==> src/rtl/key_press_event_detector_assert.svh <==
// Assertion macros shared by the key press event detector RTL.
`ifndef KEY_PRESS_EVENT_DETECTOR_ASSERT_SVH
`define KEY_PRESS_EVENT_DETECTOR_ASSERT_SVH

// Same-cycle implication, checked out of reset.
`define KPED_ASSERT_NOW(label, clk, rst_n, ante, cons) \
  label: assert property (@(posedge clk) disable iff (!rst_n) (ante) |-> (cons)) \
    else $error("assertion failed");

// Next-cycle implication, checked out of reset.
`define KPED_ASSERT_NEXT(label, clk, rst_n, ante, cons) \
  label: assert property (@(posedge clk) disable iff (!rst_n) (ante) |=> (cons)) \
    else $error("assertion failed");

`endif

==> src/rtl/kped_pkg.sv <==
// Shared types and constants for the key press event detector.
`timescale 1ns / 1ps
package kped_pkg;

  localparam logic [1:0] IDLE_WORD = 2'b11;

  localparam logic [7:0]  DEBOUNCE_RST = 8'd1;
  localparam logic [15:0] LONG_RST     = 16'd300;
  localparam logic [15:0] WINDOW_RST   = 16'd50;

  typedef enum logic [2:0] {
    EV_NONE        = 3'd0,
    EV_DOOR_CLICK  = 3'd1,
    EV_DOOR_LONG   = 3'd2,
    EV_DOOR_DOUBLE = 3'd3,
    EV_RESET_LONG  = 3'd4
  } ev_t;

  typedef enum logic [1:0] {
    CFG_DEBOUNCE = 2'd0,
    CFG_LONG     = 2'd1,
    CFG_WINDOW   = 2'd2
  } cfg_idx_t;

  typedef struct packed {
    logic [7:0]  debounce_ticks;
    logic [15:0] long_press_ticks;
    logic [15:0] double_window_ticks;
  } cfg_t;

  // Debounce result for one beat.
  typedef struct packed {
    logic       accept;   // a new key word was taken this beat
    logic       steady;   // raw word equals the accepted word
    logic [1:0] keys;     // accepted word after this beat
  } deb_t;

endpackage

==> src/rtl/kped_debounce.sv <==
// Debounce filter for the two-bit raw key word.
`timescale 1ns / 1ps
module kped_debounce import kped_pkg::*; (
  input  logic       clk,
  input  logic       rst_n,
  input  logic       step,
  input  logic [1:0] word,
  input  logic [7:0] debounce_ticks,
  output deb_t       deb
);

  logic [1:0] acc_r, acc_nxt;
  logic [7:0] cnt_r, cnt_nxt;
  logic [8:0] cnt_inc;

  // Count differing beats; accept once the count passes the limit
  always_comb begin
    cnt_inc    = {1'b0, cnt_r} + 9'd1;
    acc_nxt    = acc_r;
    cnt_nxt    = 8'd0;
    deb.accept = 1'b0;
    deb.steady = (word == acc_r);
    if (!deb.steady) begin
      if (cnt_inc > {1'b0, debounce_ticks}) begin
        acc_nxt    = word;
        deb.accept = 1'b1;
      end else begin
        cnt_nxt = cnt_inc[7:0];
      end
    end
    deb.keys = acc_nxt;
  end

  // Advance on each accepted beat
  always_ff @(posedge clk) begin
    if (!rst_n) begin
      acc_r <= 2'b00;
      cnt_r <= 8'd0;
    end else if (step) begin
      acc_r <= acc_nxt;
      cnt_r <= cnt_nxt;
    end
  end

endmodule

==> src/rtl/kped_events.sv <==
// Press tracking: hold counter, edge counter and double click window.
`timescale 1ns / 1ps
module kped_events import kped_pkg::*; (
  input  logic       clk,
  input  logic       rst_n,
  input  logic       step,
  input  logic [1:0] word,
  input  deb_t       deb,
  input  cfg_t       cfg,
  output ev_t        ev
);

`include "key_press_event_detector_assert.svh"

  logic        press_r, press_nxt;
  logic [15:0] hold_r, hold_nxt;
  logic [1:0]  edges_r, edges_nxt;
  logic [15:0] dcnt_r, dcnt_nxt;
  logic [16:0] dcnt_inc;
  logic [1:0]  edges_mid;

  // Press start/end and long press detection
  always_comb begin
    press_nxt = press_r;
    hold_nxt  = hold_r;
    edges_mid = edges_r;
    ev        = EV_NONE;
    if (deb.accept) begin
      if (deb.keys == IDLE_WORD) begin
        press_nxt = 1'b0;
        hold_nxt  = 16'd0;
      end else begin
        press_nxt = 1'b1;
        if (edges_r != 2'd3) begin
          edges_mid = edges_r + 2'd1;
        end
        if (!deb.keys[0]) begin
          ev = EV_DOOR_CLICK;
        end
      end
    end else if (deb.steady && press_r && (hold_r != 16'hFFFF)) begin
      hold_nxt = hold_r + 16'd1;
      if (hold_nxt == cfg.long_press_ticks) begin
        if (!word[1]) begin
          ev = EV_RESET_LONG;
        end else if (!word[0]) begin
          ev = EV_DOOR_LONG;
        end
      end
    end

    // Double click window; a repeat press inside the window overrides a click
    dcnt_inc  = {1'b0, dcnt_r} + 17'd1;
    edges_nxt = edges_mid;
    dcnt_nxt  = dcnt_r;
    if (edges_mid != 2'd0) begin
      if (dcnt_inc > {1'b0, cfg.double_window_ticks}) begin
        dcnt_nxt  = 16'd0;
        edges_nxt = 2'd0;
      end else if (edges_mid > 2'd1) begin
        dcnt_nxt  = 16'd0;
        edges_nxt = 2'd0;
        if (!word[0]) begin
          ev = EV_DOOR_DOUBLE;
        end
      end else begin
        dcnt_nxt = dcnt_inc[15:0];
      end
    end
  end

  // Advance on each accepted beat
  always_ff @(posedge clk) begin
    if (!rst_n) begin
      press_r <= 1'b0;
      hold_r  <= 16'd0;
      edges_r <= 2'd0;
      dcnt_r  <= 16'd0;
    end else if (step) begin
      press_r <= press_nxt;
      hold_r  <= hold_nxt;
      edges_r <= edges_nxt;
      dcnt_r  <= dcnt_nxt;
    end
  end

  `KPED_ASSERT_NOW(a_hold_needs_press, clk, rst_n, hold_r != 16'd0, press_r)
  `KPED_ASSERT_NOW(a_edges_below_two, clk, rst_n, 1'b1, edges_r < 2'd2)
  `KPED_ASSERT_NOW(a_window_idle, clk, rst_n, edges_r == 2'd0, dcnt_r == 16'd0)

endmodule

==> src/rtl/key_press_event_detector.sv <==
// Top level of the key press event detector.
`timescale 1ns / 1ps
// Takes one beat per timer tick holding the raw active-low door and reset key
// levels and returns exactly one result beat per input beat: the detected key
// event and the debounced key word. All per-beat work is one pass of counter
// and compare logic ahead of a single output register, so a new beat is taken
// every cycle and its result is registered; the input side keeps moving while the
// output register is empty or being drained in the same cycle. Configuration
// writes land at once and take effect on the next beat.
module key_press_event_detector import kped_pkg::*; (
  input  logic        clk,
  input  logic        rst_n,
  input  logic        in_valid,
  output logic        in_ready,
  input  logic        in_door_key_level,
  input  logic        in_reset_key_level,
  output logic        out_valid,
  input  logic        out_ready,
  output logic [2:0]  out_key_event,
  output logic [1:0]  out_stable_keys,
  input  logic        cfg_we,
  input  logic [1:0]  cfg_index,
  input  logic [15:0] cfg_wdata
);

`include "key_press_event_detector_assert.svh"

  cfg_t       cfg_r;
  logic       step;
  logic [1:0] word;
  deb_t       deb;
  ev_t        ev;
  logic       out_valid_r;
  logic [2:0] key_event_r;
  logic [1:0] stable_keys_r;

  assign word     = {in_reset_key_level, in_door_key_level};
  assign in_ready = !out_valid_r || out_ready;
  assign step     = in_valid && in_ready;

  // Configuration registers
  always_ff @(posedge clk) begin
    if (!rst_n) begin
      cfg_r.debounce_ticks      <= DEBOUNCE_RST;
      cfg_r.long_press_ticks    <= LONG_RST;
      cfg_r.double_window_ticks <= WINDOW_RST;
    end else if (cfg_we) begin
      case (cfg_index)
        CFG_DEBOUNCE: cfg_r.debounce_ticks      <= cfg_wdata[7:0];
        CFG_LONG:     cfg_r.long_press_ticks    <= cfg_wdata;
        CFG_WINDOW:   cfg_r.double_window_ticks <= cfg_wdata;
        default:      ;
      endcase
    end
  end

  kped_debounce u_debounce (
    .clk            (clk),
    .rst_n          (rst_n),
    .step           (step),
    .word           (word),
    .debounce_ticks (cfg_r.debounce_ticks),
    .deb            (deb)
  );

  kped_events u_events (
    .clk   (clk),
    .rst_n (rst_n),
    .step  (step),
    .word  (word),
    .deb   (deb),
    .cfg   (cfg_r),
    .ev    (ev)
  );

  // Output register: load on accept, drop when taken
  always_ff @(posedge clk) begin
    if (!rst_n) begin
      out_valid_r <= 1'b0;
    end else if (step) begin
      out_valid_r <= 1'b1;
    end else if (out_ready) begin
      out_valid_r <= 1'b0;
    end
  end

  always_ff @(posedge clk) begin
    if (step) begin
      key_event_r   <= ev;
      stable_keys_r <= deb.keys;
    end
  end

  assign out_valid       = out_valid_r;
  assign out_key_event   = key_event_r;
  assign out_stable_keys = stable_keys_r;

  `KPED_ASSERT_NEXT(a_accept_loads_out, clk, rst_n, step, out_valid_r)
  `KPED_ASSERT_NOW(a_click_door_down, clk, rst_n, out_valid_r && (key_event_r == EV_DOOR_CLICK), !stable_keys_r[0])
  `KPED_ASSERT_NOW(a_rlong_reset_down, clk, rst_n, out_valid_r && (key_event_r == EV_RESET_LONG), !stable_keys_r[1])

endmodule

==> config.mk <==
export PLATFORM = sky130hd
export DESIGN_NAME = key_press_event_detector
export DESIGN_NICKNAME = d
export VERILOG_FILES = /design/src/rtl/kped_pkg.sv /design/src/rtl/kped_debounce.sv /design/src/rtl/kped_events.sv /design/src/rtl/key_press_event_detector.sv
export VERILOG_INCLUDE_DIRS = /design/src /design/src/rtl
export SDC_FILE = /design/constraint.sdc
export NUM_CORES = 1
export LEC_CHECK = 0
export BUFFER_PORTS_ARGS = -buffer_cell sky130_fd_sc_hd__buf_2
export CORE_MARGIN = 2
export CORE_UTILIZATION = 50
export CTS_CLUSTER_DIAMETER = 100
export DETAILED_ROUTE_END_ITERATION = 16
export PLACE_DENSITY = 0.66
export SETUP_SLACK_MARGIN = 0.1
export SLEW_MARGIN = 20
export SYNTH_ARGS = -nofsm -noshare
export SYNTH_HDL_FRONTEND = slang
export SYNTH_SLANG_ARGS = --single-unit
==> constraint.sdc <==
create_clock -name clk -period 3.9 [get_ports clk]
set_clock_uncertainty 0.1 [all_clocks]
set_input_delay 0.195 -clock clk [delete_from_list [all_inputs] [get_ports clk]]
set_output_delay 0.195 -clock clk [all_outputs]
set_load 0.01 [all_outputs]
==> metrics.md <==
| Metric | Value |
|---|---|
| Vias/cell | 5.686 |
| Final ANT Viol Nets | 0 |
| CP Capture Type | register |
| Max-capacitance violation count | 0 |
| Worst VDD drop | 0.2145 mV |
| Ant diodes | 0 |
| PwrDens | 326.4 mW/mm^2 |
| Final Slew Violations | 0 |
| Yosys cell types | 76 |
| Met1 Use GR | 30.55% |
| Met3 GRT Util | 6.867% |
| FILL cells | 913 |
| Placement Cell Area | 0.005465 sq mm |
| Vias in the first global route | 4,426 |
| Share of layout cells above drive strength 1 | 14.58% |
| Core Rows | 37 |
| GR peak layer | met2 |
| Tmin final | 3.527 ns |
| Top cell type's share of synthesized area | 32.90% |
| Total Routed Length | 13,010 um |
| Final hold viol count | 0 |
| Die ar. | 0.01130 sq mm |
| Synthesized cell area | 0.005234 sq mm |
| Die width | 106.3 um |
| Drt first pass iters | 6 |
| Synth Area in Compound Gates | 18.77% |
| Largest area contributor in the netlist | dfxtp_1 |
| Hold Slack | 0.02305 ns |
| Fin util | 57.97% |
| Tightest Pin Transition | 0.7291 ns |
| CTS root buf | clkbuf_8 |
| TritonCTS clock tree | built |
| Worst-path fanout max | 5 |
| Area share of and/or/nand/nor cells after synthesis | 23.88% |
| Synth Instances | 633 |
| Clk sinks | 91 |
| Post-synthesis xor/xnor area fraction | 7.530% |
| Starting Density | 51.16% |
| Gr ovfl total | 0 |
| Final instance area | 0.005931 sq mm |
| Setup CP Type | reg2reg |
| Top FF cell, synth | dfxtp_1 |
| RSZ-0062 raised after global routing | false |
| PortBufs | 31 |
| Largest family of logic cells by synthesized area | simple AND/OR/NAND/NOR gates |
| Final period util | 90.44% |
| Global-route wire length before repair | 21,590 um |
| Clock buffer count from CTS | 9 |
| #FFs+latches synth | 91 |
| Clock Path Buffers | 2 |
| Synth Net Count | 685 |
| Initial antenna violation count | 0 |
| # DRC | 0 |
| Adder-Cell Fraction of Synth Area | 6.455% |
| Synth Area per Inst | 8.268 sq um |
| Top cells by area, synth | dfxtp_1, nand2_1, ha_1 |
| Sequential share of the synthesized area | 35.76% |
| GRT Util Overall | 24.19% |
| Leakage power | 0.002269 uW |
| Fmax | 283.5 MHz |
| Worst skew pair latency | 0.38 ns |
| Worst path required time | 3.94 ns |
| Htree depth | 3 |
| Total core area | 0.01023 sq mm |
| TNS Setup | 0 ns |
| Largest net degree at the start of global routing | 39 |
| Async set-reset flop share out of synthesis | 0% |
| Routability cong. | 0.8611 |
| DP Wirelength | 9186 um |
| Status | finished, final reports clean |
| Critical path data arrival time | 3.57 ns |
| Final setup violation count | 0 |
| Initial DRC count | 266 |
| Layout Area Growth over Synthesis | 13.32% |
| Yosys warns | 0 |
| Mux share of post-synthesis cell area | 2.104% |
| GRT met2 Usage | 39.65% |
| WL per Instance | 15.96 um |
| Hold WC Path Type | in2reg |
| Die span in y | 106.3 um |
| Nets@finish | 726 |
| Worst setup SP type | register |
| Max-slew headroom | 51.39% |
| CTS clk-pin slew, worst paths | 0.09 ns |
| I/O pin count | 32 |
| Via count | 4,634 |
| Post-synth EDFFs | 5 |
==> power breakdown <==
| group | switching [uW] | internal (uW) | leakage, uW | total, uW |
|---|---|---|---|---|
| Combinational | 180 | 118 | 0.00142 | 297 |
| Clock | 356 | 287 | 0.0000988 | 643 |
| Sequential | 25.2 | 970 | 0.000748 | 995 |
==> registers in the layout, summed over array words and instances (netlist names) <==
register	cells
cfg_r	40
out_key_event	3
out_stable_keys	2
out_valid	1
u_debounce.acc_r	2
u_debounce.cnt_r	8
u_events.dcnt_r	16
u_events.edges_r	2
u_events.hold_r	16
u_events.press_r	1
==> cell usage in the layout (no fill, tap or decap), types with 3 or more instances in the layout <==
cell type,count
clkbuf_8,12
dlygate4sd3_1,14
a21oi_1,57
a31oi_1,17
nor2_1,37
xor2_1,14
o211a_1,4
nor3b_1,3
mux2i_1,5
inv_1,35
and2_1,3
clkinv_4,3
ha_1,26
nand4_1,12
nand3_1,34
dfxtp_1,84
nor4_1,3
nand2b_1,3
o21a_1,3
buf_2,32
buf_4,14
o21ai_0,18
nor2b_1,3
nand4b_1,3
and3_1,8
edfxtp_1,5
nand2_1,105
xnor2_1,31
a32o_1,10
nor3_1,9
o211ai_1,6
==> timing repair <==
item	CTS	global route
setup endpoints to repair	0	19
buffers inserted	0	9
hold buffers	14	0
hold endpoints to repair	27	0
gates resized for setup	0	12
==> metal layers <==
metal	wire length, um	vias to the layer above
met5	0	-
met4	276	0
met3	619	22
met2	6195	107
met1	5918	2183
li1	-	2322
==> metrics by stage <==
step	total power [uW]	instances	setup WS, ns
2_1_floorplan	1201	633	0.5061
3_3_place_gp	1280	775	0.3129
3_5_place_dp	1290	775	0.1546
4_1_cts	1940	805	0.1494
5_1_grt	2023	815	0.08855
6_report	1936	815	0.3727
==> cell type report <==
cell class              count  area [sq um]  share of cell area (%)
flip-flops and latches     91          1874                   31.60
inverters                  36         135.1                   2.278
well taps                 136         170.2                   2.869
clock buffers              12         165.2                   2.785
multi-input cells         474          3115                   52.53
repair buffers             62         436.7                   7.363
clock inverters             4         33.78                  0.5696
==> critical path, cell delays in order, from the launching register on <==
cell and delay (ns):
dfxtp_1 0.38, and2_4 0.17, nand4_1 0.18, nor2_2 0.19, nand3_2 0.14, nor2_1 0.18
xor2_1 0.11, ha_1 0.32, nand3_1 0.10, nor2_1 0.17, nand3_1 0.10, or4_1 0.47
a22oi_1 0.31, nor3b_2 0.29, nor3b_2 0.07
==> path summary, 6_finish.rpt <==
kind                                    startpoint          endpoint  slack (ns)  depth (start not counted)
worst min register to register           cfg_r[10]         cfg_r[10]        0.36                          2
worst min-delay path                  cfg_wdata[1]         cfg_r[17]        0.02                          3
worst max register to register  u_events.dcnt_r[3]  out_key_event[2]        0.37                         14
worst max-delay path            u_events.dcnt_r[3]  out_key_event[2]        0.37                         14
==> synthesized netlist by cell type, types with 4 or more instances <==
master / number
clkbuf_1: 18
nand2_1: 105
and2_1: 4
ha_1: 27
nand4_1: 12
xor2_1: 14
edfxtp_1: 5
nor2_1: 38
nand3_1: 35
nor3_1: 10
xnor2_1: 31
a31oi_1: 17
a21oi_1: 57
o21ai_0: 19
buf_2: 7
and3_1: 8
o211a_1: 4
inv_1: 35
a32o_1: 10
dfxtp_1: 86
nor3b_1: 4
o211ai_1: 6
mux2i_1: 5
==> logic make-up (layout without fill, tap and decap cells) <==
family | count (synthesis) | after routing
simple gates | 250 | 250
compound gates | 143 | 143
flops | 91 | 91
buf+inv | 68 | 114
xor+xnor | 45 | 45
fa+ha+maj | 27 | 27
mux | 9 | 9
Note: power is estimated with default switching activity, not from simulation.
